**src/rtl/core/fckv_pkg.sv**
```systemverilog
// Shared types and constants for the fixed-capacity key-value table.
`default_nettype none
package fckv_pkg;

  localparam int TABLE_DEPTH = 16;
  localparam int IDX_W = (TABLE_DEPTH > 1) ? $clog2(TABLE_DEPTH) : 1;
  localparam int CNT_W = $clog2(TABLE_DEPTH + 1);
  localparam int LIMIT_RESET = (16 > TABLE_DEPTH) ? TABLE_DEPTH : 16;

  localparam int DATA_W = 32;
  localparam int LIMIT_W = 5;
  localparam int ADDR_W = 3;
  localparam logic [ADDR_W-1:0] ADDR_ENTRY_LIMIT = 3'd0;

  typedef enum logic [1:0] {
    CMD_PUT    = 2'd0,
    CMD_REMOVE = 2'd1,
    CMD_GET    = 2'd2,
    CMD_NONE   = 2'd3
  } cmd_t;

  typedef enum logic [1:0] {
    ST_NOT_FOUND = 2'd0,
    ST_DONE      = 2'd1,
    ST_FULL      = 2'd2
  } status_t;

  typedef struct packed {
    logic [DATA_W-1:0] key_first;
    logic [DATA_W-1:0] key_second;
    logic [DATA_W-1:0] value_first;
    logic [DATA_W-1:0] value_second;
  } entry_t;

  typedef struct packed {
    logic    capture;
    logic    scan_step;
    logic    rd_last;
    logic    take_found;
    logic    wr_update;
    logic    wr_insert;
    logic    wr_move;
    logic    res_load;
    status_t res_status;
  } ctrl_t;

  typedef struct packed {
    cmd_t cmd;
    logic hit;
    logic scan_end;
    logic room;
  } stat_t;

endpackage
`default_nettype wire

```
**src/rtl/core/fixed_capacity_key_value_table.sv**
```systemverilog
// Top level of the fixed-capacity key-value table with its register port.
// Each command scans the occupied entries one per cycle through the entry memory read port;
// a remove that hits adds a move step, and the result waits out any output stall.
// One command is worked on at a time; the next is taken while the last result waits.
// Synchronous reset empties the table and sets the entry limit to sixteen.
// Writing the entry limit also empties the table.
`default_nettype none
module fixed_capacity_key_value_table (
  input  wire logic                                clk,
  input  wire logic                                rst,
  input  wire logic                                psel,
  input  wire logic                                penable,
  input  wire logic                                pwrite,
  input  wire logic [fckv_pkg::ADDR_W-1:0]         paddr,
  input  wire logic [31:0]                         pwdata,
  output logic [31:0]                              prdata,
  output logic                                     pready,
  input  wire logic                                in_valid,
  output logic                                     in_ready,
  input  wire logic [1:0]                          command,
  input  wire logic signed [fckv_pkg::DATA_W-1:0]  key_first,
  input  wire logic signed [fckv_pkg::DATA_W-1:0]  key_second,
  input  wire logic signed [fckv_pkg::DATA_W-1:0]  value_first,
  input  wire logic signed [fckv_pkg::DATA_W-1:0]  value_second,
  output logic                                     out_valid,
  input  wire logic                                out_ready,
  output logic [1:0]                               status,
  output logic signed [fckv_pkg::DATA_W-1:0]       found_first,
  output logic signed [fckv_pkg::DATA_W-1:0]       found_second,
  output logic [fckv_pkg::LIMIT_W-1:0]             occupied
);
  import fckv_pkg::*;

  ctrl_t             ctrl;
  stat_t             stat;
  logic              cfg_write;
  logic [CNT_W-1:0]  limit;

  assign pready = 1'b1;
  assign cfg_write = psel && penable && pwrite && (paddr == ADDR_ENTRY_LIMIT);
  assign prdata = (paddr == ADDR_ENTRY_LIMIT) ? 32'(limit) : '0;

  fckv_ctrl u_ctrl (
    .clk       (clk),
    .rst       (rst),
    .in_valid  (in_valid),
    .in_ready  (in_ready),
    .out_valid (out_valid),
    .out_ready (out_ready),
    .stat      (stat),
    .ctrl      (ctrl)
  );

  fckv_datapath u_datapath (
    .clk          (clk),
    .rst          (rst),
    .ctrl         (ctrl),
    .stat         (stat),
    .cfg_write    (cfg_write),
    .cfg_limit    (pwdata[LIMIT_W-1:0]),
    .limit        (limit),
    .command      (command),
    .key_first    (key_first),
    .key_second   (key_second),
    .value_first  (value_first),
    .value_second (value_second),
    .status       (status),
    .found_first  (found_first),
    .found_second (found_second),
    .occupied     (occupied)
  );

  a_one_at_a_time: assert property (@(posedge clk) disable iff (rst)
    in_valid && in_ready |=> !in_ready)
    else $error("Input transfer taken while a command was in progress.");

  a_full_at_limit: assert property (@(posedge clk) disable iff (rst)
    out_valid && (status == ST_FULL) |-> (CNT_W'(occupied) == limit))
    else $error("Full reported below the entry limit.");

  a_miss_is_zero: assert property (@(posedge clk) disable iff (rst)
    out_valid && (status == ST_NOT_FOUND) |-> (found_first == '0) && (found_second == '0))
    else $error("Nonzero value returned for a missing key.");

  a_count_bound: assert property (@(posedge clk) disable iff (rst)
    ctrl.res_load |=> (CNT_W'(occupied) <= limit))
    else $error("Occupied count exceeds the entry limit.");

endmodule
`default_nettype wire

```
**src/rtl/core/fckv_ctrl.sv**
```systemverilog
// Command sequencer for the key-value table: scan, update, insert and remove steps.
`default_nettype none
module fckv_ctrl (
  input  wire logic            clk,
  input  wire logic            rst,
  input  wire logic            in_valid,
  output logic                 in_ready,
  output logic                 out_valid,
  input  wire logic            out_ready,
  input  wire fckv_pkg::stat_t stat,
  output fckv_pkg::ctrl_t      ctrl
);
  import fckv_pkg::*;

  typedef enum logic [1:0] {
    S_IDLE,
    S_SCAN,
    S_MOVE,
    S_FINISH
  } state_t;

  state_t  state;
  state_t  state_next;
  status_t res_code;
  status_t res_code_next;
  logic    out_valid_next;

  always_comb begin
    ctrl = '0;
    ctrl.res_status = res_code;
    state_next = state;
    res_code_next = res_code;
    in_ready = (state == S_IDLE);
    out_valid_next = out_valid && !out_ready;
    case (state)
      S_IDLE: begin
        if (in_valid) begin
          ctrl.capture = 1'b1;
          state_next = S_SCAN;
        end
      end
      S_SCAN: begin
        if (stat.cmd == CMD_NONE) begin
          res_code_next = ST_NOT_FOUND;
          state_next = S_FINISH;
        end else if (stat.hit) begin
          res_code_next = ST_DONE;
          state_next = S_FINISH;
          case (stat.cmd)
            CMD_PUT: begin
              ctrl.wr_update = 1'b1;
            end
            CMD_GET: begin
              ctrl.take_found = 1'b1;
            end
            CMD_REMOVE: begin
              ctrl.take_found = 1'b1;
              ctrl.rd_last = 1'b1;
              state_next = S_MOVE;
            end
            default: begin
              res_code_next = ST_NOT_FOUND;
            end
          endcase
        end else if (stat.scan_end) begin
          state_next = S_FINISH;
          if (stat.cmd == CMD_PUT) begin
            if (stat.room) begin
              ctrl.wr_insert = 1'b1;
              res_code_next = ST_DONE;
            end else begin
              res_code_next = ST_FULL;
            end
          end else begin
            res_code_next = ST_NOT_FOUND;
          end
        end else begin
          ctrl.scan_step = 1'b1;
        end
      end
      S_MOVE: begin
        ctrl.wr_move = 1'b1;
        state_next = S_FINISH;
      end
      S_FINISH: begin
        if (!out_valid || out_ready) begin
          ctrl.res_load = 1'b1;
          out_valid_next = 1'b1;
          state_next = S_IDLE;
        end
      end
      default: begin
        state_next = S_IDLE;
      end
    endcase
  end

  always_ff @(posedge clk) begin
    if (rst) begin
      state <= S_IDLE;
      out_valid <= 1'b0;
      res_code <= ST_NOT_FOUND;
    end else begin
      state <= state_next;
      out_valid <= out_valid_next;
      res_code <= res_code_next;
    end
  end

endmodule
`default_nettype wire

```
**src/rtl/core/fckv_datapath.sv**
```systemverilog
// Entry memory, scan pointer, occupancy count, limit register and result registers.
`default_nettype none
module fckv_datapath (
  input  wire logic                          clk,
  input  wire logic                          rst,
  input  wire fckv_pkg::ctrl_t               ctrl,
  output fckv_pkg::stat_t                    stat,
  input  wire logic                          cfg_write,
  input  wire logic [fckv_pkg::LIMIT_W-1:0]  cfg_limit,
  output logic [fckv_pkg::CNT_W-1:0]         limit,
  input  wire logic [1:0]                    command,
  input  wire logic [fckv_pkg::DATA_W-1:0]   key_first,
  input  wire logic [fckv_pkg::DATA_W-1:0]   key_second,
  input  wire logic [fckv_pkg::DATA_W-1:0]   value_first,
  input  wire logic [fckv_pkg::DATA_W-1:0]   value_second,
  output logic [1:0]                         status,
  output logic [fckv_pkg::DATA_W-1:0]        found_first,
  output logic [fckv_pkg::DATA_W-1:0]        found_second,
  output logic [fckv_pkg::LIMIT_W-1:0]       occupied
);
  import fckv_pkg::*;

  entry_t             mem [TABLE_DEPTH];
  entry_t             rd_data;
  entry_t             req;
  entry_t             wr_data;
  cmd_t               req_cmd;
  logic [CNT_W-1:0]   ptr;
  logic [CNT_W-1:0]   count;
  logic [CNT_W-1:0]   count_last;
  logic [IDX_W-1:0]   cmp_idx;
  logic [IDX_W-1:0]   rd_addr;
  logic [IDX_W-1:0]   wr_addr;
  logic               wr_en;
  logic               cmp_ok;
  logic [DATA_W-1:0]  hold_first;
  logic [DATA_W-1:0]  hold_second;

  assign count_last = count - CNT_W'(1);
  assign rd_addr = ctrl.rd_last ? count_last[IDX_W-1:0] : ptr[IDX_W-1:0];

  always_comb begin
    wr_en = ctrl.wr_update || ctrl.wr_insert || ctrl.wr_move;
    wr_addr = cmp_idx;
    wr_data = req;
    if (ctrl.wr_insert) begin
      wr_addr = count[IDX_W-1:0];
    end else if (ctrl.wr_move) begin
      wr_data = rd_data;
    end
  end

  assign stat.cmd = req_cmd;
  assign stat.hit = cmp_ok && (rd_data.key_first == req.key_first)
                    && (rd_data.key_second == req.key_second);
  assign stat.scan_end = (ptr == count);
  assign stat.room = (count < limit);

  always_ff @(posedge clk) begin
    if (wr_en) begin
      mem[wr_addr] <= wr_data;
    end
    rd_data <= mem[rd_addr];
  end

  always_ff @(posedge clk) begin
    if (ctrl.capture) begin
      req_cmd <= cmd_t'(command);
      req.key_first <= key_first;
      req.key_second <= key_second;
      req.value_first <= value_first;
      req.value_second <= value_second;
      hold_first <= '0;
      hold_second <= '0;
    end else if (ctrl.take_found) begin
      hold_first <= rd_data.value_first;
      hold_second <= rd_data.value_second;
    end
    if (ctrl.scan_step) begin
      cmp_idx <= ptr[IDX_W-1:0];
    end
    if (ctrl.res_load) begin
      found_first <= hold_first;
      found_second <= hold_second;
      occupied <= LIMIT_W'(count);
    end
  end

  always_ff @(posedge clk) begin
    if (rst) begin
      ptr <= '0;
      cmp_ok <= 1'b0;
      count <= '0;
      limit <= CNT_W'(LIMIT_RESET);
      status <= ST_NOT_FOUND;
    end else begin
      if (ctrl.capture) begin
        ptr <= '0;
        cmp_ok <= 1'b0;
      end else if (ctrl.scan_step) begin
        ptr <= ptr + CNT_W'(1);
        cmp_ok <= 1'b1;
      end
      if (cfg_write) begin
        count <= '0;
        if (int'(cfg_limit) > TABLE_DEPTH) begin
          limit <= CNT_W'(TABLE_DEPTH);
        end else begin
          limit <= CNT_W'(cfg_limit);
        end
      end else if (ctrl.wr_insert) begin
        count <= count + CNT_W'(1);
      end else if (ctrl.wr_move) begin
        count <= count_last;
      end
      if (ctrl.res_load) begin
        status <= ctrl.res_status;
      end
    end
  end

endmodule
`default_nettype wire
```
**config.mk**
```make
export PLATFORM = sky130hd
export DESIGN_NAME = fixed_capacity_key_value_table
export DESIGN_NICKNAME = d
export VERILOG_FILES = /design/src/rtl/core/fckv_pkg.sv /design/src/rtl/core/fixed_capacity_key_value_table.sv /design/src/rtl/core/fckv_ctrl.sv /design/src/rtl/core/fckv_datapath.sv
export SDC_FILE = /design/constraint.sdc
export NUM_CORES = 2
export LEC_CHECK = 0
export BUFFER_PORTS_ARGS = -buffer_cell sky130_fd_sc_hd__buf_2
export CAP_MARGIN = 20
export CORE_ASPECT_RATIO = 1.2
export CORE_MARGIN = 4
export CORE_UTILIZATION = 33
export CTS_CLUSTER_SIZE = 16
export DETAILED_ROUTE_END_ITERATION = 8
export PLACE_DENSITY = 0.51
export SYNTH_ARGS = -nofsm -noshare
export SYNTH_HDL_FRONTEND = slang
export SYNTH_HIERARCHICAL = 1
export SYNTH_SLANG_ARGS = --single-unit
```
**constraint.sdc**
```tcl
create_clock -name clk -period 10 [get_ports clk]
set_input_delay 1.5 -clock clk [delete_from_list [all_inputs] [get_ports clk]]
set_output_delay 1.5 -clock clk [all_outputs]
set_load 0.005 [all_outputs]
```
==> flow_summary.ini <==
[global_route]
grt_max_degree = 157
gr-usage-met3 = 0.02583
grt_first_pass_wirelength_mm = 355.6
antenna_found_initial = 20
met1_usage = 0.2375
grt_remaining_overflow = 0
grt_pass1_vias = 49870
grt_busiest_layer = met2
use_met2 = 0.2651
grt_use_total = 0.1656

[outcome]
status = finished, final reports clean

[job]
max_cap_viol_count = 0

[yosys]
yosys_warnings = 6
syn-instance-count = 5520
synth.most_common_cell = edfxtp_1
avgSynthCellArea_sq_um = 16.93
yosysSeqAreaShare = 0.7693
yosys-top-cells-count = 2,251 x edfxtp_1, 672 x nand2_1, 459 x mux2i_1
synth-seq-cells = 2466
synth_top_area_frac = 0.7233
synth.distinct_cells = 62
ys.flop_type = edfxtp_1
postSynth.asyncResetShare = 0
synth_top_area_cell = edfxtp_1
synth_area_leaders = edfxtp_1 72%, mux2i_1 4.9%, dfxtp_1 4.6%
synth_area_sq_um = 93460
synth_edf_count = 2251

[detailed_routing]
dr.pass1.iters = 6
wl_per_cell_microns = 25.43
num_vias = 49560
ant_nets = 0
vias_per_cell = 5.062
dr.first_iter.drc_count = 4381
wl_mm = 248.9
route.detailed.drc = 0

[sta]
max_freq_mhz = 154.4
hold_viol = 0
worst_slew_pin_slew_ps = 1130
grt_setup_unrepaired = no
setup_viol = 0
slew_violations = 0
worst_clock_skew_ps = 77.90
tns_ps = 0
fin_crit_sh = 0.6475
whs_ps = 405.5
layout_min_cycle_time_ps = 6475
slew_headroom = 0.2409

[cts]
worstSkewPairLatency_ps = 860
cts_made_buffers = 271
clk_path_buf_depth = 4
cts_num_sinks = 2466
cts.root.buffer_cell = clkbuf_16
hold_buffers = 0
path_clk_slew_ps = 60
cts_resized = 0
postCtsSetupRepairBufs = 0
cts_tree = yes
h-tree-depth = 5

[setup_path]
cp_num_buf_inv = 3
reg2reg_slack_ps = 3530
critical_path_class = flip-flop to flip-flop
crit_path_start_kind = flip-flop
crit_slowest_cell = nor3_1
crit_family = simple AND/OR/NAND/NOR gates
cp_cell_sequence = xnor2_1 -> nand3_1 -> nor3_1 -> nand3_1 -> nor4_2 -> buf_4 -> nand2b_1 -> nor2_1 -> and2_1 -> buf_4 -> nand2b_1 -> and2_4 -> buf_4 -> mux4_2 -> a21oi_1 -> a21oi_1
worst_path_most_repeated_cell = buf_4
reg2reg_depth = 16
endpoint_kind = flip-flop
slowest_delay_ps = 940
worst-path-max-fanout = 28
r2r-start = u_datapath/req[73]
r2r-end = u_datapath/rd_data[94]
worstPathRequired_ps = 10640
cp.arrival_ps = 7110

[pwr]
p_clk_frac = 0.374
p_int_mw = 20.05
peakVddDrop_mv = 0.1164
power_density_nw_per_um2 = 248.8
p_sw_mw = 6.854
leakagePower_nw = 37.14
finalPower_mw = 26.91
pwr-share-seq = 0.492
p_comb_frac = 0.134
p_sw_frac = 0.2547

[die]
fp.coreArea_sq_um = 281200
ios = 278
die_h_microns = 591.0
die_area_sq_um = 291800
rows = 213
die_w_microns = 493.8
start_util = 0.3324

[final_layout]
fin_nets = 6000
drive_above_1_share = 0.1798
multi_input_area_sq_um = 20000
n_fill_cell = 25780
seqCellArea_sq_um = 71900
fin_cells = 9789
syn_to_final_growth_pct = 15.74

[place]
io_buffers = 222
dp.cells = 9300
hpwlAfterDp_mm = 120.3
place_congestion = 0.7171

[min_path]
hold_depth = 0
hold_path.startpoint = u_datapath/hold_first[30]
hold_class = flip-flop to flip-flop
hold_end = u_datapath/found_first[30]
-- worst max path at each step --
stage                              from                     end  slack (ps)  cells past startpoint
finish               u_datapath/req[73]  u_datapath/rd_data[94]        3530                     16
global route         u_datapath/req[73]  u_datapath/rd_data[97]        3370                     16
CTS                  u_datapath/req[73]  u_datapath/rd_data[92]        3460                     16
detailed placement   u_datapath/req[73]  u_datapath/rd_data[92]        3470                     16
global placement     u_datapath/req[73]  u_datapath/rd_data[92]        3550                     16
floorplan           u_datapath/count[1]    u_datapath/mem[6][0]        1450                     13
-- state kept, by name (all words and copies together), names as in the netlist, 5 cells and up --
signal / count
u_datapath/count: 5
u_datapath/found_first: 32
u_datapath/found_second: 32
u_datapath/hold_first: 32
u_datapath/hold_second: 32
u_datapath/limit: 5
u_datapath/mem: 2048
u_datapath/occupied: 5
u_datapath/ptr: 5
u_datapath/rd_data: 128
u_datapath/req: 128
-- stage by stage --
stage	worst slack [ps]	area (sq um)	utilization
global placement	3550	99210	0.3528
finish	3525	108200	0.3847
detailed placement	3466	99210	0.3528
floorplan	1451	93550	-
CTS	3456	108100	0.3846
global route	3366	108200	0.3847
-- power by group through the flow --
stage / Sequential (mW) / Combinational [mW] / Clock [mW]
after floorplan: 13.4 / 2.39 / 0
after CTS: 13.3 / 3.65 / 10.3
after global routing: 13.3 / 3.92 / 10.7
after detailed placement: 13.5 / 3.63 / 0
after global placement: 13.5 / 3.54 / 0
final: 13.2 / 3.60 / 10.1
-- metal layers --
layer	vias to the layer above	share of wire	wire length, microns
li1	21950	-	-
met1	25820	0.46	113900
met2	1435	0.47	115800
met3	345	0.057	14110
met4	0	0.020	5099
met5	-	0	0
-- cells by family after synthesis --
family	after synthesis	synth area share
buffers and inverters	377	0.02095
flip-flops	2466	0.7693
multiplexers	760	0.1043
AND/OR/NAND/NOR	1248	0.05853
other	2	0.00008036
AO/OA/AOI/OAI	589	0.03880
adder cells (fa/ha/maj)	16	0.002142
XOR/XNOR	62	0.005810
-- area by class of cell --
cell class,instances,area share
multi-input cells,2703,0.1849
clock buffers,360,0.06989
well taps,3762,0.04352
flip-flops and latches,2466,0.6647
diodes,5,0.0001157
clock inverters,123,0.01263
repair buffers,337,0.02311
inverters,33,0.001145
-- cells in the final DEF (no fill, tap or decap), drive strengths merged, types with 83 or more instances in the layout --
master	n
edfxtp	2251
nand2	672
mux2i	459
clkbuf	360
buf	337
a21oi	315
nand3	307
dfxtp	215
mux4	157
mux2	144
nor2	102
o221ai	97
o22ai	85
clkinv	83
Note: power is estimated with default switching activity, not from simulation.
